`src/design/plvp_pkg.sv`:
```
// Package of shared types and constants for the point light vertex projector.
package plvp_pkg;

   localparam int unsigned CSR_IDX_W = 3;

   typedef enum logic [CSR_IDX_W-1:0] {
      REG_LIGHT_X      = 3'd0,
      REG_LIGHT_Y      = 3'd1,
      REG_LIGHT_Z      = 3'd2,
      REG_LIGHT_RADIUS = 3'd3,
      REG_COLOR_RED    = 3'd4,
      REG_COLOR_GREEN  = 3'd5,
      REG_COLOR_BLUE   = 3'd6,
      REG_LIGHT_BACKS  = 3'd7
   } csr_index_type;

   localparam logic       OP_VERTEX   = 1'b0;
   localparam logic       OP_TRIANGLE = 1'b1;
   localparam logic [5:0] CODE_BACK   = 6'd63;
   localparam logic signed [19:0] TEX_MAX = 20'sd524287;
   localparam logic signed [19:0] TEX_MIN = -20'sd524288;
   localparam logic signed [35:0] TEX_HALF = 36'sd32768;

   localparam logic [1:0] DIV_SEL_S   = 2'd0;
   localparam logic [1:0] DIV_SEL_T   = 2'd1;
   localparam logic [1:0] DIV_SEL_MOD = 2'd2;

   // Commands from the controller to the datapath.
   typedef struct packed {
      logic load;       // capture the input item and compute distances
      logic div_start;  // start one division
      logic [1:0] div_sel; // texcoord s, texcoord t or modulate
      logic tri_read;   // issue clip store reads for one corner
      logic [1:0] corner;
      logic finish;     // assemble the result into the output register
   } ctrl_cmd_type;

   typedef struct packed {
      logic div_busy;
      logic is_tri;
      logic back;
      logic mod_div;    // modulate needs a division
   } ctrl_stat_type;

endpackage

```
`src/design/plvp_controller.sv`:
```
// Controller state machine sequencing one item through the datapath.
module plvp_controller (
   input  logic                   clock,
   input  logic                   reset,
   input  logic                   req_tvalid,
   output logic                   req_tready,
   output logic                   rsp_tvalid,
   input  logic                   rsp_tready,
   input  plvp_pkg::ctrl_stat_type stat,
   output plvp_pkg::ctrl_cmd_type  cmd
);
   typedef enum logic [3:0] {
      S_IDLE, S_MUL, S_DOT, S_DIV, S_WAIT, S_WAIT2, S_RD, S_RD_WAIT, S_FIN, S_OUT
   } state_type;

   state_type state_ff;
   logic [1:0] sel_ff, crn_ff;
   logic rsp_valid_ff;

   always_comb begin
      cmd = '0;
      cmd.load = (state_ff == S_IDLE) && req_tvalid;
      cmd.div_start = (state_ff == S_DIV);
      cmd.div_sel = sel_ff;
      cmd.tri_read = (state_ff == S_RD);
      cmd.corner = crn_ff;
      cmd.finish = (state_ff == S_FIN);
   end

   always_ff @(posedge clock) begin
      if (reset) begin
         state_ff <= S_IDLE;
         sel_ff <= plvp_pkg::DIV_SEL_S;
         crn_ff <= '0;
         rsp_valid_ff <= 1'b0;
      end else begin
         if (rsp_valid_ff && rsp_tready) rsp_valid_ff <= 1'b0;
         case (state_ff)
            S_IDLE: if (req_tvalid) state_ff <= S_MUL;
            S_MUL: begin
               sel_ff <= plvp_pkg::DIV_SEL_S; crn_ff <= '0;
               state_ff <= stat.is_tri ? S_RD : S_DOT;
            end
            S_DOT: state_ff <= stat.back ? S_OUT : S_DIV;
            S_DIV: state_ff <= S_WAIT;
            S_WAIT: if (!stat.div_busy) state_ff <= S_WAIT2;
            S_WAIT2: begin
               if (sel_ff == plvp_pkg::DIV_SEL_S ||
                   (sel_ff == plvp_pkg::DIV_SEL_T && stat.mod_div)) begin
                  sel_ff <= sel_ff + 2'd1;
                  state_ff <= S_DIV;
               end else begin
                  state_ff <= S_OUT;
               end
            end
            S_RD: begin
               crn_ff <= crn_ff + 2'd1;
               if (crn_ff == 2'd2) state_ff <= S_RD_WAIT;
            end
            S_RD_WAIT: state_ff <= S_OUT;
            S_OUT: if (!rsp_valid_ff || rsp_tready) state_ff <= S_FIN;
            S_FIN: begin
               rsp_valid_ff <= 1'b1;
               state_ff <= S_IDLE;
            end
            default: state_ff <= S_IDLE;
         endcase
      end
   end

   assign req_tready = (state_ff == S_IDLE);
   assign rsp_tvalid = rsp_valid_ff;

   a_valid_hold: assert property (@(posedge clock) disable iff (reset)
      rsp_tvalid && !rsp_tready |=> rsp_tvalid) else $error("result dropped");
   a_no_accept_busy: assert property (@(posedge clock) disable iff (reset)
      state_ff != S_IDLE |-> !req_tready) else $error("accept while busy");
   a_fin_slot: assert property (@(posedge clock) disable iff (reset)
      state_ff == S_FIN |-> !rsp_valid_ff || rsp_tready) else $error("overwrite");
endmodule

```
`config.mk`:
```
export PLATFORM = sky130hd
export DESIGN_NAME = plvp_controller
export DESIGN_NICKNAME = d
export VERILOG_FILES = /design/src/design/plvp_pkg.sv /design/src/design/plvp_controller.sv
export SDC_FILE = /design/constraint.sdc
export NUM_CORES = 1
export LEC_CHECK = 0
export BUFFER_PORTS_ARGS = -buffer_cell sky130_fd_sc_hd__buf_2
export CORE_AREA = 2 2 39 41
export CTS_CLUSTER_DIAMETER = 100
export DETAILED_ROUTE_END_ITERATION = 10
export DIE_AREA = 0 0 41 43
export PLACE_DENSITY_LB_ADDON = 0.1
export RECOVER_POWER = 100
export SLEW_MARGIN = 20
export SYNTH_ARGS = -nofsm -noshare
export SYNTH_HDL_FRONTEND = slang
export SYNTH_SLANG_ARGS = --single-unit
```
`constraint.sdc`:
```
create_clock -name clock -period 3.88 [get_ports clock]
set_clock_uncertainty 0.15 [all_clocks]
set_input_delay 0.776 -clock clock [delete_from_list [all_inputs] [get_ports clock]]
set_output_delay 0.776 -clock clock [all_outputs]
set_load 0.01 [all_outputs]
```
==> summary.txt <==
LOGIC SYNTHESIS
------------------------------------------------------------------------------------------
Combinational family with the most area after synthesis                       simple AND/OR/NAND/NOR gates
Seq/Total Area, Yosys                                                                31.9%
Synth Register Bits                                                                      9
Post-Syn Instances                                                                      67
Asr flop ratio synth                                                                    0%
Synthesized area per cell                                                         8.42 um2
Synthesized cell area                                                              564 um2
Multiplexer share of the synthesized area                                            3.99%
Share of synthesized cell area in full adder, half adder and majority cells          6.65%
Unique masters post-synth                                                               30
Number of flops mapped to enable cells by yosys                                          0
Count of synthesis-stage warnings from yosys                                             0
Area share of the largest cell type after synthesis                                  31.9%
Leading area contributor after synthesis                                           dfxtp_1
Cell with the most instances after synthesis                                       dfxtp_1
Total nets after synthesis                                                              78
Parity-gate share of the synthesized area counting xor and xnor cells                   0%
Share of synthesized cell area in and, or, nand and nor gates                        32.4%
Post-synth top cells                                                          dfxtp_1 (9), inv_1 (6), nor3_1 (6)
Most used DFF post-synth                                                           dfxtp_1
Area contributors post-synth                                                  dfxtp_1 (32%), ha_1 (6.7%), nand2b_1 (5.5%)
Synthesized-area fraction occupied by ao, oa, aoi and oai cells                      16.0%

CLOCK TREE
------------------------------------------------------------------------------------------
CTS Root Cell                                                                     clkbuf_4
Clock insertion delay at the later pin of the skew report                          0.26 ns
Cts repair resizes                                                                       0
Post-CTS Hold Fix Bufs                                                                   0
Max clock buf depth                                                                      2
CTS buffer count                                                                         3
H-tree levels                                                                            1
Clock Sinks                                                                              9
Reg clk slew, reported paths                                                       0.06 ns
Clock tree from TritonCTS                                                            built
Post-CTS Setup Repair Bufs                                                               0

HOLD PATH
------------------------------------------------------------------------------------------
Worst Hold Depth                                                                         2
Hold Crit Endpoint                                                            rsp_tvalid$_SDFFE_PP0P_
Path class of the lowest-slack min-delay path                                      reg2reg
Hold path startpoint                                                          rsp_tvalid$_SDFFE_PP0P_

GRT
------------------------------------------------------------------------------------------
Global-route usage over all layers                                                   16.1%
Wire length of the first global-routing pass                                       1890 um
Via count of the first global-routing pass                                             453
Antenna violations before repair                                                         0
Maximum number of pins on one net before global-route repair                            14
Global-route congestion overflow total                                                   0

TIMING
------------------------------------------------------------------------------------------
Post-route setup TNS                                                                  0 ns
RSZ-0062 raised after global routing                                                    no
Worst Max-Slew Pin Slew                                                           0.552 ns
Fmax achieved                                                                      423 MHz
Max-slew violation count                                                                 0
Minimum clock period                                                               2.37 ns
Setup Viol. Count Final                                                                  0
Fin crit share                                                                       61.0%
Final count of hold timing violations                                                    0
Worst slew margin                                                                    62.7%

PWR
------------------------------------------------------------------------------------------
Combinational Power Share                                                            23.2%
Clk network pwr share                                                                28.7%
Maximum ir drop on the vdd rail                                                   0.179 mV
Sequential share of power                                                            48.2%
Power density of the placed cells                                               382 mW/mm2
Internal power contribution                                                         167 uW
Leak                                                                           0.000253 uW
Switching part of the total                                                          32.6%
Net Sw Power                                                                       80.6 uW

CRITICAL PATH
------------------------------------------------------------------------------------------
Max stage delay on crit path                                                       0.53 ns
Reg2Reg Depth                                                                            5
Endpoint of the worst register-to-register path                               sel_ff[1]$_SDFFE_PP0P_
WS Path Type                                                                       reg2out
Endpoint kind of the worst setup timing path                                   output port
Crit path launch type                                                             register
CP cell instances                                                             nand2b_1 -> or3_1 -> inv_1 -> clkbuf_1
Slowest-stage cell, CP                                                             dfxtp_1
Largest delay share family, worst path                                          flip-flops
Arrival time at the worst endpoint                                                 1.44 ns
Reg2reg start                                                                 sel_ff[1]$_SDFFE_PP0P_
Critical path buffers and inverters                                                      2
Data required time of the critical path                                            2.95 ns
Setup slack of the worst register-to-register path                                 2.15 ns
CP max FO                                                                               10

DIE
------------------------------------------------------------------------------------------
Initial cell density of the core                                                     40.8%
Horizontal extent of the die                                                         41 um
Count of boundary I/O pins                                                              18
Chip height                                                                          43 um
Area inside the core boundary                                                  0.00138 mm2
Row Count                                                                               14
Die Area                                                                       0.00176 mm2

DETAILED ROUTING
------------------------------------------------------------------------------------------
DRT Pass-1 Iters                                                                         4
Via count                                                                              523
DRC viols                                                                                0
DRC violation total after the first TritonRoute iteration                                7
Wirelength per Cell                                                                11.7 um
Average via count per standard cell                                                   5.28
Wire length reported by the detailed router                                        1160 um
Post-detailed-route count of antenna-violating nets                                      0

PLACEMENT
------------------------------------------------------------------------------------------
Placed inst area                                                                   641 um2
Final HPWL from detailed placement                                                  839 um
Port bufs                                                                               17
Final GP Congestion                                                                  0.720

FINISH
------------------------------------------------------------------------------------------
Layout cell share with drive strength beyond 1                                       15.7%
Final instance area                                                                648 um2
P&R area growth vs syn                                                               14.9%
Final design utilization                                                             46.8%
Fill count                                                                             143
Antenna diode count                                                                      0
Layout Nets                                                                             95

RUN
------------------------------------------------------------------------------------------
Max-cap viol count                                                                       0

OUTCOME
------------------------------------------------------------------------------------------
Outcome                                                                       finished clean

## worst min-delay path, cell delays in order, from the launching register on
cell	delay, ns
dfxtp_1	0.31
nand2b_1	0.07
a21oi_1	0.06
## per-stage QoR
stage	hold WS, ns	setup slack (ns)	total power (uW)	instances
after floorplan	0.358	1.69	166	67
after global placement	0.340	1.83	182	95
after detailed placement	0.339	1.82	182	95
after CTS	0.347	1.54	254	99
after global routing	0.377	1.47	268	99
final	0.341	1.51	247	99
## cells in the final DEF (no fill, tap or decap), types with 3 or more instances in the layout
master	netlist	final
ha_1	3	3
nand2b_1	5	5
clkbuf_4	0	3
a21oi_1	3	3
nor2_1	4	4
clkbuf_1	2	11
buf_2	2	7
inv_1	6	6
nor3_1	6	6
dfxtp_1	9	9
## registers in the layout (all words and copies together) (netlist names)
| register | count |
|---|---|
| crn_ff | 2 |
| sel_ff | 2 |
| rsp_tvalid | 1 |
| state_ff | 4 |
## worst max-delay path by stage
stage / end / slack (ns) / depth (start not counted) / startpoint
CTS: cmd[0] / 1.54 / 4 / state_ff[3]$_SDFFE_PP0P_
finish: cmd[0] / 1.51 / 4 / state_ff[3]$_SDFFE_PP0P_
global route: cmd[0] / 1.47 / 4 / state_ff[3]$_SDFFE_PP0P_
global placement: cmd[7] / 1.83 / 3 / req_tvalid
floorplan: cmd[7] / 1.69 / 3 / state_ff[2]$_SDFFE_PP0P_
detailed placement: sel_ff[1]$_SDFFE_PP0P_ / 1.82 / 4 / stat[0]
## metal layers
layer,part of all wire (%),global-route usage (%),up-vias
li1,-,-,269
met1,49,19.9,245
met2,47,23.4,9
met3,3.5,4.71,0
met4,0,10.0,0
met5,0,0,-
## logic make-up after synthesis
logic type,count (synthesis)
and+or+nand+nor,29
AOI/OAI and AO/OA,13
buffers and inverters,11
DFF,9
adders and majority gates,3
muxes,2
## area by class of cell
cell class	count	area (um2)	area share, %
Multi-Input combinational cell	47	327	50.4
Sequential cell	9	180	27.8
Timing Repair Buffer	17	72.6	11.2
Clock buffer	4	26.3	4.05
Inverter	6	22.5	3.47
Tap cell	16	20.0	3.09
## power by group through the flow
stage               sequential [uW]  combinational (uW)  clock (uW)
global route                    121                65.3        81.5
detailed placement              121                60.4           0
finish                          119                57.3        70.9
floorplan                       107                58.8           0
global placement                121                60.1           0
CTS                             119                60.8        74.3
(Power assumes the default switching activity.)
